**src/sv/sra_pkg.sv**
```systemverilog
// Shared types and constants for the skyline rectangle allocator.
// Used by the window unit, the top level and the port checker; depends on nothing.
`timescale 1ns / 1ps

package sra_pkg;

	// Widths of the request and result fields.
	localparam int REQ_W    = 8;  // rect_width, rect_height
	localparam int HGT_W    = 8;  // one stored column height
	localparam int PAGE_O_W = 6;  // page_index
	localparam int POSX_W   = 7;  // pos_x
	localparam int POSY_W   = 7;  // pos_y

	// Stream payload widths; the tdata fields are padded to whole bytes.
	localparam int S_TDATA_W = 16;
	localparam int S_TUSER_W = 1;
	localparam int M_FLD_W   = PAGE_O_W + POSX_W + POSY_W;
	localparam int M_TDATA_W = 24;
	localparam int M_PAD_W   = M_TDATA_W - M_FLD_W;
	localparam int M_TUSER_W = 1;

	// Operation codes carried in s_tuser.
	localparam logic OP_ALLOC = 1'b0;
	localparam logic OP_CLEAR = 1'b1;

	// Command for one column step of the window scan, registered alongside the column read data.
	typedef struct packed {
		logic pass_a;     // prefix pass, left to right
		logic pass_b;     // suffix pass, right to left
		logic first;      // rightmost scanned column of the suffix pass
		logic blk_start;  // column opens a block of rect_width columns
		logic win_ok;     // a window may start at this column
	} sra_step_t;

endpackage

```
**src/sv/sra_window_unit.sv**
```systemverilog
// Window unit: finds the window of rect_width columns whose highest column is lowest.
// Holds the block prefix-max scratch memory and the shared max/compare datapath.
// Depends on sra_pkg.
`timescale 1ns / 1ps

module sra_window_unit #(
	parameter int PAGE_WIDTH  = 128,
	parameter int PAGE_HEIGHT = 128
) (
	input  logic                        clk,
	input  logic                        arst_n,
	input  logic                        init,
	input  sra_pkg::sra_step_t          step_s1,
	input  logic [$clog2(PAGE_WIDTH)-1:0] j_s1,
	input  logic [sra_pkg::HGT_W-1:0]   col_s1,
	input  logic [$clog2(PAGE_WIDTH)-1:0] scr_raddr,
	output logic                        found,
	output logic [sra_pkg::HGT_W-1:0]   best,
	output logic [$clog2(PAGE_WIDTH)-1:0] best_x
);

	localparam int COL_W = $clog2(PAGE_WIDTH);
	localparam int HW    = sra_pkg::HGT_W;
	localparam logic [HW-1:0] H_LIM = HW'(PAGE_HEIGHT);

	logic [HW-1:0]    scr_mem [PAGE_WIDTH];
	logic [HW-1:0]    scr_rd_q;
	logic [HW-1:0]    p_q;
	logic [HW-1:0]    s_q;
	logic             prev_start_q;
	logic             found_q;
	logic [HW-1:0]    best_q;
	logic [COL_W-1:0] best_x_q;

	logic [HW-1:0] p_new;
	logic [HW-1:0] s_new;
	logic [HW-1:0] cand;
	logic          take;

	// Running block maxima and the candidate window maximum.
	always_comb begin
		p_new = (step_s1.blk_start || (col_s1 > p_q)) ? col_s1 : p_q;
		s_new = (step_s1.first || prev_start_q || (col_s1 > s_q)) ? col_s1 : s_q;
		cand  = (s_new > scr_rd_q) ? s_new : scr_rd_q;
		// Scanning right to left, a tie moves the choice further left.
		take  = step_s1.pass_b && step_s1.win_ok && (cand < H_LIM) && (cand <= best_q);
	end

	// Scratch memory of block prefix maxima: written in the prefix pass.
	always_ff @(posedge clk) begin
		if (step_s1.pass_a) begin
			scr_mem[j_s1] <= p_new;
		end
		scr_rd_q <= scr_mem[scr_raddr];
	end

	// Running maxima carried from column to column.
	always_ff @(posedge clk) begin
		if (step_s1.pass_a) begin
			p_q <= p_new;
		end
		if (step_s1.pass_b) begin
			s_q <= s_new;
		end
	end

	// Best window of the current page.
	always_ff @(posedge clk or negedge arst_n) begin
		if (!arst_n) begin
			prev_start_q <= 1'b0;
			found_q      <= 1'b0;
			best_q       <= H_LIM;
			best_x_q     <= '0;
		end else begin
			if (step_s1.pass_b) begin
				prev_start_q <= step_s1.blk_start;
			end
			if (init) begin
				found_q <= 1'b0;
				best_q  <= H_LIM;
			end else if (take) begin
				found_q  <= 1'b1;
				best_q   <= cand;
				best_x_q <= j_s1;
			end
		end
	end

	assign found  = found_q;
	assign best   = best_q;
	assign best_x = best_x_q;

endmodule

```
**config.mk**
```make
export PLATFORM = sky130hd
export DESIGN_NAME = sra_window_unit
export DESIGN_NICKNAME = d
export VERILOG_FILES = /design/src/sv/sra_pkg.sv /design/src/sv/sra_window_unit.sv
export SDC_FILE = /design/constraint.sdc
export NUM_CORES = 1
export LEC_CHECK = 0
export ABC_CLOCK_PERIOD_IN_PS = 23200
export BUFFER_PORTS_ARGS = -buffer_cell sky130_fd_sc_hd__buf_2
export CORE_MARGIN = 10
export CORE_UTILIZATION = 50
export CTS_BUF_LIST = sky130_fd_sc_hd__clkbuf_2
export CTS_CLUSTER_DIAMETER = 30
export CTS_CLUSTER_SIZE = 20
export DETAILED_ROUTE_END_ITERATION = 10
export GPL_TIMING_DRIVEN = 0
export PLACE_DENSITY_LB_ADDON = 0.12
export RECOVER_POWER = 50
export SYNTH_ARGS = -nofsm -noshare
export SYNTH_HDL_FRONTEND = slang
export SYNTH_SLANG_ARGS = --single-unit
```
**constraint.sdc**
```tcl
create_clock -name clk -period 23.2 [get_ports clk]
set_clock_uncertainty 0.1 [all_clocks]
set_input_delay 2.32 -clock clk [delete_from_list [all_inputs] [get_ports clk]]
set_output_delay 2.32 -clock clk [all_outputs]
set_load 0.01 [all_outputs]
```
==> flow_metrics.env <==
export IMPL_status="finished, violations left"
export IMPL_violations="capacitance limit, slew limit"
export IMPL_die_h_um=310
export IMPL_dr_pass1_iters=6
export IMPL_setup_violations=0
export IMPL_holdPathStages=1
export IMPL_antenna_left=0
export IMPL_powerDensity_nw_per_um2=83.9
export IMPL_viasPerCell=6.19
export IMPL_synth_most_common_cell="edfxtp_1"
export IMPL_setup_tns_ps=0
export IMPL_place_congestion=0.909
export IMPL_maxSlewViolCount=529
export IMPL_period_share=0.346
export IMPL_hpwl_um=70200
export IMPL_worstHoldPathType="register to register"
export IMPL_required_ps=24430
export IMPL_fin_crit_ps=8030
export IMPL_seqPwrFrac=0.563
export IMPL_post_place_ws_ps=14080
export IMPL_drc=0
export IMPL_syn_area_um2=41900
export IMPL_p_switching_mw=0.987
export IMPL_syn_to_final_growth_pct=10.3
export IMPL_synth_top_area_frac=0.745
export IMPL_swShare=0.254
export IMPL_nFillCells=6321
export IMPL_wl_per_cell_um=31.1
export IMPL_drt_total_wl_um=105000
export IMPL_power_leakage_nw=14.6
export IMPL_path_max_fanout=10
export IMPL_ctsResizeCount=0
export IMPL_grt_pass1_vias=21476
export IMPL_antenna_found_initial=7
export IMPL_grt_overflow=0
export IMPL_cts_sinks=1065
export IMPL_irDropWorstVdd_v=0.0000786
export IMPL_setup_ws_ps=15170
export IMPL_cts_setup_buffers=0
export IMPL_dp_cells=3039
export IMPL_end_kind="register"
export IMPL_hold_end="best_x[6]$_DFFE_PN0P_"
export IMPL_cts_buffers=183
export IMPL_yosysWarnings=0
export IMPL_rr_endpoint="best_x[5]$_DFFE_PN0P_"
export IMPL_worst_setup_path_type="primary input to register"
export IMPL_root_buffer="clkbuf_2"
export IMPL_nNetsFinal=2207
export IMPL_internal_power_mw=2.89
export IMPL_rows=106
export IMPL_grt_first_pass_wirelength_um=152000
export IMPL_coreArea_um2=83400
export IMPL_portBuffers=37
export IMPL_timing_rr_start="s_q[5]$_DFFE_PP_"
export IMPL_r2r_cells=24
export IMPL_worst_slew_pin_slew_ps=3670
export IMPL_finalHoldViolations=0
export IMPL_top_level_ports=46
export IMPL_syn_avg_cell_area_um2=22.0
export IMPL_worstPathArrival_ps=9260
export IMPL_yosys_area_top_type="edfxtp_1"
export IMPL_grt_start_max_net_pins=82
export IMPL_yosys_top_cells_area="edfxtp_1, mux4_2, nor2_1"
export IMPL_rsz0062_at_grt="false"
export IMPL_cap_violations=17
export IMPL_die_area_um2=95800
export IMPL_drtIter0Drc=2499
export IMPL_min_delay_start="best_x[6]$_DFFE_PN0P_"
export IMPL_ys_flop_type="edfxtp_1"
export IMPL_initial_core_util=0.502
export IMPL_h_tree_depth=4
export IMPL_fin_hold_ws_ps=421
export IMPL_die_x_um=310
export IMPL_fmax_mhz=125
export IMPL_synth_nets=1970
export IMPL_netlist_instances=1908
export IMPL_synthArstFlopShare=0.0160
export IMPL_synthTopCellsByCount="edfxtp_1, mux4_2, nor2_1, clkbuf_1"
export IMPL_comb_power_share=0.085
export IMPL_clockBufferDepth=3
export IMPL_vias=20921
export IMPL_yosysSeqAreaShare=0.759
export IMPL_cts_tree="done"
export IMPL_synth_edff_count=1040
export IMPL_yosysUniqueCellTypes=53
export IMPL_start_kind="primary input"
export IMPL_ctsHoldBuffers=0
export IMPL_ff2ff_setup_slack_ps=15830
export IMPL_ys_ff_latch=1065
export IMPL_maxSlewHeadroom=-1.48
export IMPL_clk_pin_slew_ps=150
export IMPL_clk_latency_ps=1510
export IMPL_grtUsageTotal=0.224
export IMPL_drive_gt1_frac=0.312
export IMPL_layout_cells_non_filler=3381
export IMPL_pwr_share_clk=0.352
## per-layer routing
layer,up-vias,share of wire,GRT usage
li1,8645,-,-
met1,11094,0.40,0.306
met2,965,0.48,0.355
met3,207,0.088,0.0549
met4,10,0.028,0.0732
met5,-,0.00054,0
## how the worst max path moves through the flow
stage	startpoint	endpoint	slack, ps
CTS	col_s1[5]	best_x[3]$_DFFE_PN0P_	15700
finish	col_s1[5]	best_x[5]$_DFFE_PN0P_	15170
global route	col_s1[5]	best_x[3]$_DFFE_PN0P_	14850
detailed placement	col_s1[5]	best_x[4]$_DFFE_PN0P_	14080
global placement	col_s1[3]	scr_mem[4][0]$_DFFE_PP_	7120
floorplan	col_s1[2]	p_q[0]$_DFFE_PP_	13590
## power groups by stage
stage	Clock, mW	Sequential (mW)	Combinational (mW)
5_1_grt	1.48	2.19	0.353
3_3_place_gp	0	2.24	0.308
6_report	1.37	2.18	0.328
2_1_floorplan	0	2.23	0.186
3_5_place_dp	0	2.22	0.336
4_1_cts	1.39	2.18	0.337
## state kept, by name, summed over array words and instances, names as in the netlist
name          count
best_x            7
s_q               8
found             1
prev_start_q      1
scr_mem        1024
p_q               8
scr_rd_q          8
best              8
## through the flow
stage / cell area, um^2 / power (mW) / utilization
4_1_cts: 46400 / 3.91 / 0.556
5_1_grt: 46200 / 4.02 / 0.554
3_5_place_dp: 43800 / 2.56 / 0.526
2_1_floorplan: 41900 / 2.42 / -
6_report: 46200 / 3.88 / 0.554
3_3_place_gp: 43400 / 2.55 / 0.521
## cell type report
cell class | count | area (um^2) | area share
multi-input cells | 714 | 9570 | 0.207
clock inverters | 131 | 1520 | 0.0328
plain buffers | 97 | 398 | 0.00861
clock buffers | 208 | 1040 | 0.0225
well taps | 1080 | 1350 | 0.0292
flip-flops and latches | 1065 | 31800 | 0.688
repair buffers | 52 | 420 | 0.00909
inverters | 32 | 120 | 0.00260
diodes | 2 | 5.00 | 0.000108
## cell families after synthesis
logic type,count (synthesis),synth area share
multiplexers,335,0.176
AND/OR/NAND/NOR,243,0.0265
AO/OA/AOI/OAI,104,0.0163
adder cells (fa/ha/maj),32,0.00955
buffers and inverters,129,0.0125
flip-flops,1065,0.759
## cell usage in the layout (no fill, tap or decap), types with 31 or more instances in the layout
cell,count
buf_2,58
clkbuf_1,66
clkbuf_2,208
ha_1,32
nand2_1,31
mux4_2,320
nor2_1,126
edfxtp_1,1040
o22ai_1,32
inv_1,32
## critical path, stage by stage
cell and delay [ps]:
clkbuf_1 230, ha_1 300, a211oi_1 200, nor2_1 180, and4b_1 300, clkbuf_1 260, or2_1 150, clkbuf_1 270
mux2i_1 480, ha_1 230, and4b_1 190, a211oi_1 290, o221ai_1 360, and2_0 330, clkbuf_1 270, a31oi_1 290
ha_1 290, nor2b_1 130, o211ai_1 160, a211oi_1 110, a211oi_2 410, nand3_1 450, a21oi_4 630, mux2_2 400
Note: power is estimated with default switching activity, not from simulation.
